## src/rtl/circular_queue_with_search_assert.svh

```systemverilog
// Assertion macros used by the queue's control block, cqs_ctrl
`ifndef CIRCULAR_QUEUE_WITH_SEARCH_ASSERT_SVH
`define CIRCULAR_QUEUE_WITH_SEARCH_ASSERT_SVH

// Check a consequence in the same cycle as its cause
`define CQS_ASSERT_NOW(lbl, ante, cons, msg) \
  lbl: assert property (@(posedge clk_i) disable iff (!rst_ni) (ante) |-> (cons)) \
    else $error(msg);

// Check a consequence in the cycle after its cause
`define CQS_ASSERT_NEXT(lbl, ante, cons, msg) \
  lbl: assert property (@(posedge clk_i) disable iff (!rst_ni) (ante) |=> (cons)) \
    else $error(msg);

`endif

```

## src/rtl/cqs_pkg.sv

```systemverilog
// Shared types, constants and helper functions of the circular queue with search
`default_nettype none

package cqs_pkg;

  localparam int DEPTH       = 16;
  localparam int PTR_W       = $clog2(DEPTH);
  localparam int RS_W        = PTR_W + 1;
  localparam int CFG_W       = 5;
  localparam int ID_W        = 31;
  localparam int ACT_W       = 2;
  localparam int IN_TDATA_W  = 40;
  localparam int OUT_TDATA_W = 8;
  localparam int OUT_FLD_W   = 7;
  localparam int APB_AW      = 3;
  localparam int APB_DW      = 32;

  localparam logic [CFG_W-1:0] ACTIVE_SIZE_RST = CFG_W'(DEPTH);
  localparam logic             REG_ACTIVE_SIZE = 1'b0;

  typedef enum logic [ACT_W-1:0] {
    ACT_ENQ  = 2'd0,
    ACT_DEQ  = 2'd1,
    ACT_FIND = 2'd2
  } act_e;

  typedef enum logic {
    ST_IDLE,
    ST_SCAN
  } st_e;

  typedef struct packed {
    logic             we;
    logic [PTR_W-1:0] waddr;
    logic [ID_W-1:0]  wdata;
    logic [PTR_W-1:0] raddr;
  } mem_req_t;

  typedef struct packed {
    logic             done;
    logic [PTR_W-1:0] slot;
    logic             empty;
    logic             full;
  } res_t;

  // Clamp the programmed size into 1..DEPTH
  function automatic logic [RS_W-1:0] ring_size(input logic [CFG_W-1:0] a);
    logic [RS_W-1:0] rs;
    if (a == '0) begin
      rs = RS_W'(1);
    end else if (a > CFG_W'(DEPTH)) begin
      rs = RS_W'(DEPTH);
    end else begin
      rs = RS_W'(a);
    end
    return rs;
  endfunction

  // Step a pointer, wrapping to zero at the ring size
  function automatic logic [PTR_W-1:0] advance(input logic [PTR_W-1:0] p,
                                               input logic [RS_W-1:0]  rs);
    logic [RS_W-1:0] q;
    q = {1'b0, p} + RS_W'(1);
    return (q >= rs) ? '0 : q[PTR_W-1:0];
  endfunction

endpackage

`default_nettype wire

```

## src/rtl/cqs_mem.sv

```systemverilog
// Id store: one write port and one registered read port
`default_nettype none

module cqs_mem (
  input  logic                        clk_i,
  input  cqs_pkg::mem_req_t           req_i,
  output logic [cqs_pkg::ID_W-1:0]    rdata_o
);
  import cqs_pkg::*;

  logic [ID_W-1:0] mem_q [DEPTH];
  logic [ID_W-1:0] rdata_q;

  always_ff @(posedge clk_i) begin
    if (req_i.we) begin
      mem_q[req_i.waddr] <= req_i.wdata;
    end
  end

  always_ff @(posedge clk_i) begin
    rdata_q <= mem_q[req_i.raddr];
  end

  assign rdata_o = rdata_q;

endmodule

`default_nettype wire

```

## src/rtl/cqs_ctrl.sv

```systemverilog
// Queue pointers, action decode and the find scan sequencer
`default_nettype none

module cqs_ctrl (
  input  logic                        clk_i,
  input  logic                        rst_ni,
  input  logic                        in_valid_i,
  output logic                        in_ready_o,
  input  logic [cqs_pkg::ACT_W-1:0]   action_i,
  input  logic [cqs_pkg::ID_W-1:0]    user_id_i,
  input  logic [cqs_pkg::RS_W-1:0]    ring_size_i,
  input  logic                        out_free_i,
  output logic                        res_valid_o,
  output cqs_pkg::res_t               res_o,
  output cqs_pkg::mem_req_t           mem_req_o,
  input  logic [cqs_pkg::ID_W-1:0]    mem_rdata_i
);
  import cqs_pkg::*;

  `include "circular_queue_with_search_assert.svh"

  st_e              state_q, state_d;
  logic [PTR_W-1:0] head_q, head_d;
  logic [PTR_W-1:0] tail_q, tail_d;
  logic             empty_q, empty_d;
  logic [PTR_W-1:0] cur_q, cur_d;
  logic [PTR_W-1:0] cnt_q, cnt_d;
  logic [ID_W-1:0]  key_q, key_d;

  logic             in_fire;
  logic             full_now;
  logic             full_after;
  logic             hit;
  logic             scan_end;
  logic [PTR_W-1:0] cur_next;
  logic [PTR_W-1:0] tail_next;

  assign in_ready_o = (state_q == ST_IDLE) && out_free_i;
  assign in_fire    = in_valid_i && in_ready_o;
  assign tail_next  = advance(tail_q, ring_size_i);
  assign full_now   = !empty_q && (tail_next == head_q);
  assign full_after = !empty_d && (advance(tail_d, ring_size_i) == head_d);
  assign cur_next   = advance(cur_q, ring_size_i);
  assign hit        = (mem_rdata_i == key_q);
  assign scan_end   = hit || (cur_q == tail_q) || (cnt_q == PTR_W'(DEPTH - 1));

  // Next state
  always_comb begin
    state_d = state_q;
    unique case (state_q)
      ST_IDLE: begin
        if (in_fire && (act_e'(action_i) == ACT_FIND) && !empty_q) begin
          state_d = ST_SCAN;
        end
      end
      ST_SCAN: begin
        if (scan_end) begin
          state_d = ST_IDLE;
        end
      end
      default: state_d = ST_IDLE;
    endcase
  end

  // Datapath and outputs
  always_comb begin
    head_d          = head_q;
    tail_d          = tail_q;
    empty_d         = empty_q;
    cur_d           = cur_q;
    cnt_d           = cnt_q;
    key_d           = key_q;
    mem_req_o.we    = 1'b0;
    mem_req_o.waddr = tail_next;
    mem_req_o.wdata = user_id_i;
    mem_req_o.raddr = cur_q;
    res_valid_o     = 1'b0;
    res_o.done      = 1'b0;
    res_o.slot      = '0;

    unique case (state_q)
      ST_IDLE: begin
        if (in_fire) begin
          res_valid_o = 1'b1;
          case (act_e'(action_i))
            ACT_ENQ: begin
              if (!full_now) begin
                res_o.done   = 1'b1;
                mem_req_o.we = 1'b1;
                if (empty_q) begin
                  head_d          = '0;
                  tail_d          = '0;
                  empty_d         = 1'b0;
                  mem_req_o.waddr = '0;
                end else begin
                  tail_d = tail_next;
                end
              end
            end
            ACT_DEQ: begin
              if (!empty_q) begin
                res_o.done = 1'b1;
                if (head_q == tail_q) begin
                  head_d  = '0;
                  tail_d  = '0;
                  empty_d = 1'b1;
                end else begin
                  head_d = advance(head_q, ring_size_i);
                end
              end
            end
            ACT_FIND: begin
              // Start the scan at the front; the result follows at its end
              if (!empty_q) begin
                res_valid_o     = 1'b0;
                cur_d           = head_q;
                cnt_d           = '0;
                key_d           = user_id_i;
                mem_req_o.raddr = head_q;
              end
            end
            default: begin
            end
          endcase
        end
      end
      ST_SCAN: begin
        if (scan_end) begin
          res_valid_o = 1'b1;
          res_o.done  = hit;
          res_o.slot  = hit ? cur_q : '0;
        end else begin
          cur_d           = cur_next;
          cnt_d           = cnt_q + PTR_W'(1);
          mem_req_o.raddr = cur_next;
        end
      end
      default: begin
      end
    endcase

    res_o.empty = empty_d;
    res_o.full  = full_after;
  end

  always_ff @(posedge clk_i or negedge rst_ni) begin
    if (!rst_ni) begin
      state_q <= ST_IDLE;
      head_q  <= '0;
      tail_q  <= '0;
      empty_q <= 1'b1;
    end else begin
      state_q <= state_d;
      head_q  <= head_d;
      tail_q  <= tail_d;
      empty_q <= empty_d;
    end
  end

  always_ff @(posedge clk_i) begin
    cur_q <= cur_d;
    cnt_q <= cnt_d;
    key_q <= key_d;
  end

  `CQS_ASSERT_NOW(a_empty_ptrs, empty_q, (head_q == '0) && (tail_q == '0), "pointers not at zero while empty")
  `CQS_ASSERT_NOW(a_scan_nonempty, state_q == ST_SCAN, !empty_q, "scan running on empty queue")
  `CQS_ASSERT_NOW(a_scan_out_free, state_q == ST_SCAN, out_free_i, "result register busy during scan")
  `CQS_ASSERT_NOW(a_miss_slot_zero, res_valid_o && !res_o.done, res_o.slot == '0, "slot set on miss")
  `CQS_ASSERT_NEXT(a_res_to_idle, res_valid_o, state_q == ST_IDLE, "not idle after result")

endmodule

`default_nettype wire

```

## src/rtl/circular_queue_with_search.sv

```systemverilog
// Top level of the circular queue with search: stream ports, APB register and result register
//
// Usage:
//  - Input channel s_axis_*: each item carries an action (enqueue, dequeue, find) and a user id.
//    Enqueue stores the id at the rear unless the queue is full; dequeue drops the front entry;
//    find scans from front to rear for the id. Action code 3 changes nothing.
//  - Output channel m_axis_*: exactly one result item per input item, in order: done flag,
//    physical slot of the first match, and the empty and full flags after the action.
//  - APB port: register 0 (byte address 0) holds active_size, the number of ring slots in use,
//    clamped to 1..16. Write it only while the block is idle.
// Timing:
//  - Enqueue, dequeue and unused action: the result is registered and shows in the cycle after the item.
//  - Find: the item is accepted, then the slots are visited from the front (1..16, none on an
//    empty queue) through the single read port of the id store, one slot per cycle.
//  - One item is in work at a time; the next item is taken once the result register is empty
//    or its result is taken in the same cycle.
// Reset: the queue is empty, both pointers are zero, active_size is 16. The id store is not
//  cleared; an entry is only read after it has been written, unless active_size changes while entries are held.
// Stall: while m_axis_tready is low and a result is held, s_axis_tready stays low.
`default_nettype none

module circular_queue_with_search (
  input  logic                               clk_i,
  input  logic                               rst_ni,
  // Input items
  input  logic                               s_axis_tvalid,
  output logic                               s_axis_tready,
  input  logic [cqs_pkg::IN_TDATA_W-1:0]     s_axis_tdata,  // action[1:0], user_id[32:2], zero
  // Result items
  output logic                               m_axis_tvalid,
  input  logic                               m_axis_tready,
  output logic [cqs_pkg::OUT_TDATA_W-1:0]    m_axis_tdata,  // done_res[0], found_slot[4:1],
                                                            // empty_res[5], full_res[6], zero
  // Configuration
  input  logic                               psel,
  input  logic                               penable,
  input  logic                               pwrite,
  input  logic [cqs_pkg::APB_AW-1:0]         paddr,
  input  logic [cqs_pkg::APB_DW-1:0]         pwdata,
  output logic [cqs_pkg::APB_DW-1:0]         prdata,
  output logic                               pready
);
  import cqs_pkg::*;

  logic [CFG_W-1:0] active_size_q, active_size_d;
  logic             out_valid_q, out_valid_d;
  res_t             out_q, out_d;

  logic             cfg_wr;
  logic             out_free;
  logic             res_valid;
  res_t             res;
  mem_req_t         mem_req;
  logic [ID_W-1:0]  mem_rdata;
  logic [RS_W-1:0]  rs;

  // APB register: writes complete in the access phase, no wait states
  assign pready = 1'b1;
  assign cfg_wr = psel && penable && pwrite && pready;
  assign prdata = (paddr[APB_AW-1] == REG_ACTIVE_SIZE) ? APB_DW'(active_size_q) : '0;

  always_comb begin
    active_size_d = active_size_q;
    if (cfg_wr && (paddr[APB_AW-1] == REG_ACTIVE_SIZE)) begin
      active_size_d = pwdata[CFG_W-1:0];
    end
  end

  assign rs = ring_size(active_size_q);

  // Result register: load a new result, else drop the held one once taken
  assign out_free = !out_valid_q || m_axis_tready;

  always_comb begin
    out_valid_d = out_valid_q;
    out_d       = out_q;
    if (res_valid) begin
      out_valid_d = 1'b1;
      out_d       = res;
    end else if (m_axis_tready) begin
      out_valid_d = 1'b0;
    end
  end

  always_ff @(posedge clk_i or negedge rst_ni) begin
    if (!rst_ni) begin
      active_size_q <= ACTIVE_SIZE_RST;
      out_valid_q   <= 1'b0;
    end else begin
      active_size_q <= active_size_d;
      out_valid_q   <= out_valid_d;
    end
  end

  always_ff @(posedge clk_i) begin
    out_q <= out_d;
  end

  assign m_axis_tvalid = out_valid_q;
  assign m_axis_tdata  = {{(OUT_TDATA_W - OUT_FLD_W){1'b0}},
                          out_q.full, out_q.empty, out_q.slot, out_q.done};

  cqs_ctrl u_ctrl (
    .clk_i       (clk_i),
    .rst_ni      (rst_ni),
    .in_valid_i  (s_axis_tvalid),
    .in_ready_o  (s_axis_tready),
    .action_i    (s_axis_tdata[ACT_W-1:0]),
    .user_id_i   (s_axis_tdata[ACT_W+ID_W-1:ACT_W]),
    .ring_size_i (rs),
    .out_free_i  (out_free),
    .res_valid_o (res_valid),
    .res_o       (res),
    .mem_req_o   (mem_req),
    .mem_rdata_i (mem_rdata)
  );

  cqs_mem u_mem (
    .clk_i   (clk_i),
    .req_i   (mem_req),
    .rdata_o (mem_rdata)
  );

endmodule

`default_nettype wire

```

## config.mk

```make
export PLATFORM = sky130hd
export DESIGN_NAME = circular_queue_with_search
export DESIGN_NICKNAME = d
export VERILOG_FILES = /design/src/rtl/cqs_pkg.sv /design/src/rtl/cqs_mem.sv /design/src/rtl/cqs_ctrl.sv /design/src/rtl/circular_queue_with_search.sv
export VERILOG_INCLUDE_DIRS = /design/src /design/src/rtl
export SDC_FILE = /design/constraint.sdc
export NUM_CORES = 1
export LEC_CHECK = 0
export BUFFER_PORTS_ARGS = -buffer_cell sky130_fd_sc_hd__buf_2
export CORE_AREA = 2 2 277 252
export CTS_CLUSTER_DIAMETER = 100
export DETAILED_ROUTE_END_ITERATION = 10
export DIE_AREA = 0 0 279 254
export SLEW_MARGIN = 20
export SYNTH_ARGS = -nofsm -noshare
export SYNTH_HDL_FRONTEND = slang
export SYNTH_SLANG_ARGS = --single-unit
```

## constraint.sdc

```tcl
create_clock -name clk_i -period 14.96 [get_ports clk_i]
set_input_delay 2.992 -clock clk_i [delete_from_list [all_inputs] [get_ports clk_i]]
set_output_delay 2.992 -clock clk_i [all_outputs]
set_load 0.01 [all_outputs]
```

Word-level counts from Yosys, hierarchy flattened
Memories as Yosys holds them, arrays and structs flattened. A register that Yosys moved wholly into a read port is not among the register bits.
Cells that the tools add are included.

operators by class
  add/sub/neg operators = 5
  order comparisons = 5
  equality and inequality tests = 12
  multiplexer cells = 60
  bitwise logic cells = 3
  reductions and logical operators = 21

operators by type and width
  cell                                                                      number
  4-bit 2-to-1 mux                                                          25
  5-bit 2-to-1 mux                                                          8
  4-bit one-hot mux with 2 select lines                                     4
  31-bit == test                                                            1
  4-bit by 1-bit adder with 5-bit output (second input constant)            4
  5-bit greater-or-equal comparator                                         4
  1-bit 2-to-1 mux                                                          18
  4-bit == test                                                             4
  1-bit one-hot mux with 2 select lines                                     5
  1-bit logical AND                                                         9
  4-bit AND reduction                                                       2
  2-bit inequality test (second input constant)                             3
  5-bit greater-than comparator (second input constant)                     1
  5-bit zero test                                                           1
  4-bit by 1-bit adder with 4-bit output (second input constant)            1
  4-bit == test (second input constant)                                     1
  1-bit zero test                                                           3
  1-bit logical OR                                                          3
  1-bit inverter                                                            3
  3-bit AND reduction                                                       1
  2-bit by 1-bit == test with 1-bit output (second input constant)          1
  2-bit == test (second input constant)                                     1
  2-bit zero test                                                           1
  2-bit by 1-bit inequality test with 1-bit output (second input constant)  1
  2-bit nonzero test                                                        1

word-level totals
  bits in registers = 62
  memory bits (writable) = 496
  bits of input ports = 82
  output and inout port bits = 43
  word-level logic and storage cells = 120
  memories = 1

memory list
  memory       depth  bits a word  rd ports  clocked after memory_dff  wr ports  RTL line       source
  u_mem.mem_q  16     31           1         1                         1         cqs_mem.sv:11  logic [ID_W-1:0] mem_q [DEPTH];

Logic depth before layout (Yosys ltp)
Gate-level depths: netlist (run 1).

  depth after elaboration = 16
  depth in mapped cells = 22
  depth with buffers taken out = 21

Cells and area by module
From an unflattened synthesis (run 1), not the netlist that was laid out.

unflattened totals
  cell total of the unflattened synthesis = 1223
  area total of the unflattened synthesis = 23542.6 um^2

by module, submodules not included
  module                      instances  cells an instance  area an instance (um^2)  sequential area each (um^2)
  cqs_mem                     1          812                19248.5                  15514.9
  cqs_ctrl                    1          347                3538.4                   1382.6
  circular_queue_with_search  1          64                 755.7                    361.6

Worst setup path after synthesis (run 1)
Ideal clock, no wire load.

  kind = input to register
  start point = input port m_axis_tready
  end point = register out_q, in the netlist m_axis_tdata[6], data pin
  setup time = 269 ps
  data arrival time = 6401 ps
  data required time = 14691 ps
  slack = 8290 ps
  stages = 17
  buffers on the path = 1
  cell sequence = nand2b_1 > nand4_1 > nor2_1 > o31ai_4 > mux2i_1 > ha_1 > buf_1 > inv_1 > xnor2_1 > ha_1 > a21oi_1 > o21ai_1 > nor4_1 > a2111oi_0 > o41ai_1 > nor3_1 > a211oi_2

RTL lines
  element                 RTL line                          source
  start: declaration      circular_queue_with_search.sv:31  input logic m_axis_tready,
  end signal: assignment  circular_queue_with_search.sv:96  out_q <= out_d;
  end: declaration        circular_queue_with_search.sv:47  res_t out_q, out_d;

==> run summary, run 1 <==
Status: completed
Async SR Flop Fraction: 2.72%
Register share of total power: 37.6%
Share of layout cells above drive strength 1: 14.2%
Synth area leader: edfxtp_1
EDFF count, synth: 538
Most common cell after layout, fill and taps aside: edfxtp_1
Slowest cell on the critical path: nor2_1
Area grow syn2layout: 14.4%
Slew Viols, Final: 0
Clk sinks: 589
CTS Hold Buffers Added: 0
Seq/Total Area, Yosys: 73.0%
Max Fanout on Critical Path: 9
Final ANT Viol Nets: 0
Initial DRC count: 1301
Total clock buffers created by CTS: 60
Primary FF master, synth: edfxtp_1
Die Area: 70900 µm²
Warnings, synthesis: 0
Kind of critical path: in2reg
RD Place Congestion: 0.793
P_sw: 1.82 mW
Clk slew on worst S/H paths: 60 ps
Vias: 13397
Initial Util: 34.8%
FF+latch count, synth: 589
DRC viols: 0
PwrDens: 194 nW/µm²
Synth top area share: 68.3%
Clock skew: 29.5 ps
Crit path launch type: input port
Grt met3 use: 2.78%
Placed cell area: 25000 µm²
Setup crit end kind: register
Die X: 279 µm
TritonCTS clock tree: yes
Avg WL per Cell: 22.2 µm
Final TNS setup: 0 ps
GRT met1 Usage: 21.5%
All-Layer GR Usage: 15.8%
Cell Area, Synth: 23600 µm²
Grt met2 use: 26.2%
Total power: 5.25 mW
Cell mode on critical path: ha_1
Root Driver: clkbuf_16
Pint: 3.43 mW
Required time worst endpoint: 15310 ps
# rows: 91
CTS resizes: 0
Number of fill cells: 6089
Sw Ratio: 34.7%
Cell Count, Final, Fillers Out: 2549
Critical path arrival: 7460 ps
Cell variety after synth: 72
Slew margin rel.: 28.4%
Peak Freq: 0.141 GHz
Max Root-Sink Buffers: 3
Unrepaired setup endpoints after global routing: false
Endpoints failing setup: 0
Max IR drop VDD: 0.260 mV
Core area: 68000 µm²
Final core utilization: 39.8%
Setup bufs post-CTS: 0
Antenna violations before repair: 3
Syn_area_per_cell: 15.3 µm²
Post-Place Cells: 2434
# IOs: 125
Final period utilization: 47.5%
DRT Wirelength: 56.6 mm
Vias in the first global route: 13066
Leak: 9.21 nW
First-pass GRT wire length: 83.4 mm
H-tree levels: 2
# nets final: 1721
Clock power frac: 28.9%
Largest net degree at the start of global routing: 104
Hold Fails Final Rpt: 0
Dpl hpwl: 28.5 mm
Drt pass-1 iters: 5
Max Cap Violations: 0
Worst-path cell chain: buf_2 -> nand2b_1 -> nand4_1 -> nor2_1 -> o31ai_4 -> mux2i_1 -> ha_1 -> inv_1 -> xnor2_1 -> ha_1 -> a21oi_1 -> o21ai_1 -> nor4_1 -> a2111oi_0 -> o41ai_1 -> nor3_1 -> a211oi_2
Port Buffers: 59
HP Class: reg2reg
Crit-path max cell delay: 650 ps
Overall die height: 254 µm
Busiest metal layer after global routing: met2
Vias per cell: 5.26
Synth top area cells: edfxtp_1 (68%), mux2i_1 (5.5%), a32oi_1 (4.6%), nand2_1 (4.3%), dfxtp_1 (3.0%)
Worst slew pin tran: 1070 ps
Combinational power share: 33.4%
Clock latency on the worst-skew pair: 630 ps
Most frequent cells in the layout: edfxtp_1 (538), nand2_1 (273), mux2i_1 (129), a32oi_1 (124), clkbuf_16 (61)
Cells after synthesis: 1546
Final global-route overflow total: 0
Final worst path period need: 7100 ps
Fin area: 27000 µm²
==> cell families (layout without fill, tap and decap cells) <==
group,after synthesis,after routing,share of synthesized area [%]
compound gates,190,190,6.85
xor+xnor,50,50,1.92
fa+ha+maj,25,25,1.32
buf+inv,127,219,2.58
flops,589,589,73.0
mux,138,138,5.89
other cells,2,30,0.0318
simple gates,425,425,8.41
==> metrics by stage <==
stage                     setup slack (ps)  hold slack (ps)
after global placement                7480              531
after floorplan                       8290              495
after CTS                             7890              551
final                                 7860              549
after global routing                  7510              573
after detailed placement              7240              539
==> synth_stat cells, types with 17 or more instances <==
cell type and n:
and4_1 32, nor2_1 35, a32oi_1 124, mux2i_1 129
xnor2_1 44, nand2_1 274, ha_1 25, clkbuf_1 59
buf_2 17, buf_4 30, dfxtp_1 35, edfxtp_1 538
==> final cells by class <==
type / instances / area [µm²] / share of cell area (%)
Timing Repair Buffer: 87 / 526 / 1.94
Clock inverter: 27 / 323 / 1.19
Inverter: 19 / 78.8 / 0.291
Sequential cell: 589 / 17300 / 63.8
Clock buffer: 86 / 1720 / 6.36
Antenna cell: 1 / 2.50 / 0.00925
Tap cell: 883 / 1100 / 4.09
Multi-Input combinational cell: 857 / 6030 / 22.3
==> critical path: cells and delay by family <==
family | cells | cell delay [ps]
xor gates and xnor gates | 1 | 160
and+or+nand+nor | 5 | 1470
buffers and inverters | 2 | 200
AOI/OAI and AO/OA | 6 | 1370
muxes | 1 | 550
adders and majority gates | 2 | 710
==> sequential cells by signal (all words and copies together), names as in the netlist <==
signal and flops:
active_size_q 5, u_ctrl.tail_q 4, m_axis_tdata 7, u_ctrl.key_q 31
u_ctrl.head_q 4, u_ctrl.cnt_q 4, u_ctrl.cur_q 4, u_ctrl.state_q 1
u_mem.mem_q 496, u_mem.rdata_o 31, u_ctrl.empty_q 1, m_axis_tvalid 1
==> power by group through the flow <==
| stage | registers [mW] | clock network [mW] | logic (mW) |
|---|---|---|---|
| final | 1.98 | 1.52 | 1.76 |
| after global routing | 1.99 | 1.61 | 1.91 |
| after CTS | 1.98 | 1.55 | 1.76 |
| after detailed placement | 2.01 | 0 | 1.75 |
| after global placement | 2.01 | 0 | 1.71 |
| after floorplan | 1.98 | 0 | 1.26 |
==> metal layers <==
metal	up-vias	part of all wire, %
li1	6053	-
met1	6840	44
met2	417	48
met3	85	5.9
met4	2	2.0
met5	-	0.023
==> path summary, 6_finish.rpt <==
check	from	endpoint	slack, ps	depth (start not counted)
worst max-delay path	m_axis_tready	m_axis_tdata[6]	7860	17
worst min-delay path	active_size_q[0]	active_size_q[0]	550	1
worst max register to register	u_ctrl.tail_q[0]	m_axis_tdata[6]	8790	21
worst min register to register	active_size_q[0]	active_size_q[0]	550	1
max in group asynchronous	rst_ni	u_ctrl.empty_q	12350	1
min in group asynchronous	rst_ni	active_size_q[1]	2290	1
Note: power is estimated with default switching activity, not from simulation.
==> run 2: changes to the inputs <==
- clock period: 14.96 -> 6.7 ns (I/O delays scaled with it)
==> run 2 against run 1 <==
Effect of this change: final cell count hardly changed; critical path depth is 4 higher; die area stayed put.
==> run summary, run 2 (synthesized netlist as in run 1, its figures left out) <==
Final worst path period need: 5980 ps
Core area: 68000 µm² (unchanged)
Number of fill cells: 6098 (was 6089)
Largest net degree at the start of global routing: 90 (was 104)
RD Place Congestion: 0.801 (was 0.793)
Vias: 13404 (was 13397)
Vias in the first global route: 13244 (was 13066)
CTS resizes: 0 (unchanged)
Avg WL per Cell: 22.6 µm (was 22.2 µm)
TritonCTS clock tree: yes (unchanged)
Leak: 9.16 nW (was 9.21 nW)
Final period utilization: 89.3%
# rows: 91 (unchanged)
Port Buffers: 59 (unchanged)
HP Class: reg2reg (unchanged)
Max FFs per register: 496 (unchanged)
All-Layer GR Usage: 16.1% (was 15.8%)
Total clock buffers created by CTS: 58 (was 60)
Max IR drop VDD: 0.510 mV (was 0.260 mV)
Critical path arrival: 6340 ps (was 7460 ps)
Required time worst endpoint: 7060 ps (was 15310 ps)
WHS Path Cells: 1 (unchanged)
Clk sinks: 589 (unchanged)
Clock skew: 27.2 ps (was 29.5 ps)
# IOs: 125 (unchanged)
Unrepaired setup endpoints after global routing: false (unchanged)
Flop-to-flop setup slack: 720 ps (was 8790 ps)
Max Fanout on Critical Path: 10 (was 9)
R2R Path End: m_axis_tdata[6] (unchanged)
Cell Count, Final, Fillers Out: 2550 (was 2549)
Register area: 17300 µm² (unchanged)
Area grow syn2layout: 13.9% (was 14.4%)
Final ANT Viol Nets: 0 (unchanged)
Dpl hpwl: 31.4 mm (was 28.5 mm)
Share of layout cells above drive strength 1: 14.1% (was 14.2%)
Kind of critical path: reg2reg (was in2reg)
H-tree levels: 2 (unchanged)
First-pass GRT wire length: 85.1 mm (was 83.4 mm)
Worst slew pin tran: 1060 ps (was 1070 ps)
Setup bufs post-CTS: 0 (unchanged)
R2R depth: 21 (unchanged)
Final TNS setup: 0 ps (unchanged)
Final global-route overflow total: 0 (unchanged)
CTS Hold Buffers Added: 0 (unchanged)
Vias per cell: 5.26 (about the same)
Max Root-Sink Buffers: 3 (unchanged)
Slew Viols, Final: 0 (unchanged)
Total power: 11.6 mW (was 5.25 mW)
Overall die height: 254 µm (unchanged)
Drt pass-1 iters: 5 (unchanged)
DRT Wirelength: 57.5 mm (was 56.6 mm)
Multi-input gate area: 6030 µm² (unchanged)
Antenna violations before repair: 3 (unchanged)
Endpoints failing setup: 0 (unchanged)
Die Area: 70900 µm² (unchanged)
Crit path launch type: register (was input port)
Post-Place Cells: 2439 (was 2434)
Initial DRC count: 1103 (was 1301)
Root Driver: clkbuf_16 (unchanged)
Peak Freq: 0.167 GHz
Clock latency on the worst-skew pair: 620 ps (was 630 ps)
Fin area: 26900 µm² (was 27000 µm²)
Largest reg by FF count: u_mem.mem_q (unchanged)
Hold_sp: active_size_q[0] (unchanged)
Status: completed (unchanged)
DRC viols: 0 (unchanged)
Slew margin rel.: 29.4% (was 28.4%)
Reg2Reg Launch Point: u_ctrl.tail_q[0] (unchanged)
Max Cap Violations: 0 (unchanged)
# nets final: 1723 (was 1721)
PwrDens: 430 nW/µm² (was 194 nW/µm²)
Clk slew on worst S/H paths: 60 ps (about the same)
Most frequent cells in the layout: edfxtp_1 (538), nand2_1 (273), mux2i_1 (129), a32oi_1 (124) (was edfxtp_1 (538), nand2_1 (273), mux2i_1 (129), a32oi_1 (124), clkbuf_16 (61))
Initial Util: 34.8% (unchanged)
Setup crit end kind: register (unchanged)
Hold EP: active_size_q[0] (unchanged)
Hold Fails Final Rpt: 0 (unchanged)
Die X: 279 µm (unchanged)
Placed cell area: 25000 µm² (about the same)
Crit. Startpoint: u_ctrl.tail_q[0] (was m_axis_tready)
Most common cell after layout, fill and taps aside: edfxtp_1 (unchanged)
## run 2: layout make-up
| class | instances | share of cell area (%) |
|---|---|---|
| clock buffers | 77 | 5.99 |
| well taps | 883 | 4.10 |
| multi-input cells | 857 | 22.4 |
| diodes | 3 | 0.0279 |
| inverters | 19 | 0.293 |
| flip-flops and latches | 589 | 64.1 |
| clock inverters | 31 | 1.07 |
| repair buffers | 91 | 2.08 |
## run 2: critical path: stages, from the launching register on
cell and delay [ps]:
dfrtp_1 540, ha_1 310, xnor2_1 140, inv_1 100
ha_1 350, a211o_1 340, a31oi_4 230, o21ai_2 170
o32a_2 230, o31ai_4 400, mux2i_1 470, ha_1 390
inv_1 130, xnor2_1 150, ha_1 290, a21oi_1 60
o21ai_1 390, nor4_1 90, a2111oi_0 440, o41ai_1 150
nor3_1 270, a211oi_2 80
## run 2: metal layers
layer / part of all wire (%) / GRT usage, % / wire [µm] / vias to the layer above
met5: 0 / 0 / 0 / -
met4: 2.2 / 4.70 / 1250 / 0
met3: 5.1 / 2.19 / 2950 / 82
met2: 49 / 27.7 / 28300 / 381
met1: 44 / 21.3 / 25100 / 6887
li1: - / - / - / 6054
## run 2: how the worst max path moves through the flow
| stage | endpoint | slack (ps) | cells after the start |
|---|---|---|---|
| 3_3_place_gp | m_axis_tdata[6] | 890 | 21 |
| 6_report | m_axis_tdata[6] | 720 | 21 |
| 5_1_grt | m_axis_tdata[6] | 260 | 21 |
| 2_1_floorplan | m_axis_tdata[6] | 1450 | 22 |
| 4_1_cts | m_axis_tdata[6] | 780 | 21 |
| 3_5_place_dp | m_axis_tdata[6] | 790 | 21 |
## run 2: power breakdown
group	leakage [nW]	internal (mW)	total [mW]	switching (mW)
registers	5.35	4.26	4.41	0.151
logic	2.89	1.42	3.97	2.54
clock network	0.924	1.85	3.22	1.37
total	9.16	7.53	11.6	4.07
## run 2: per-stage QoR
stage,utilization (%),hold WS (ps),setup WS [ps]
2_1_floorplan,-,495,1450
3_3_place_gp,36.8,536,887
3_5_place_dp,36.8,547,785
4_1_cts,39.6,562,776
5_1_grt,39.6,579,259
6_report,39.6,562,716
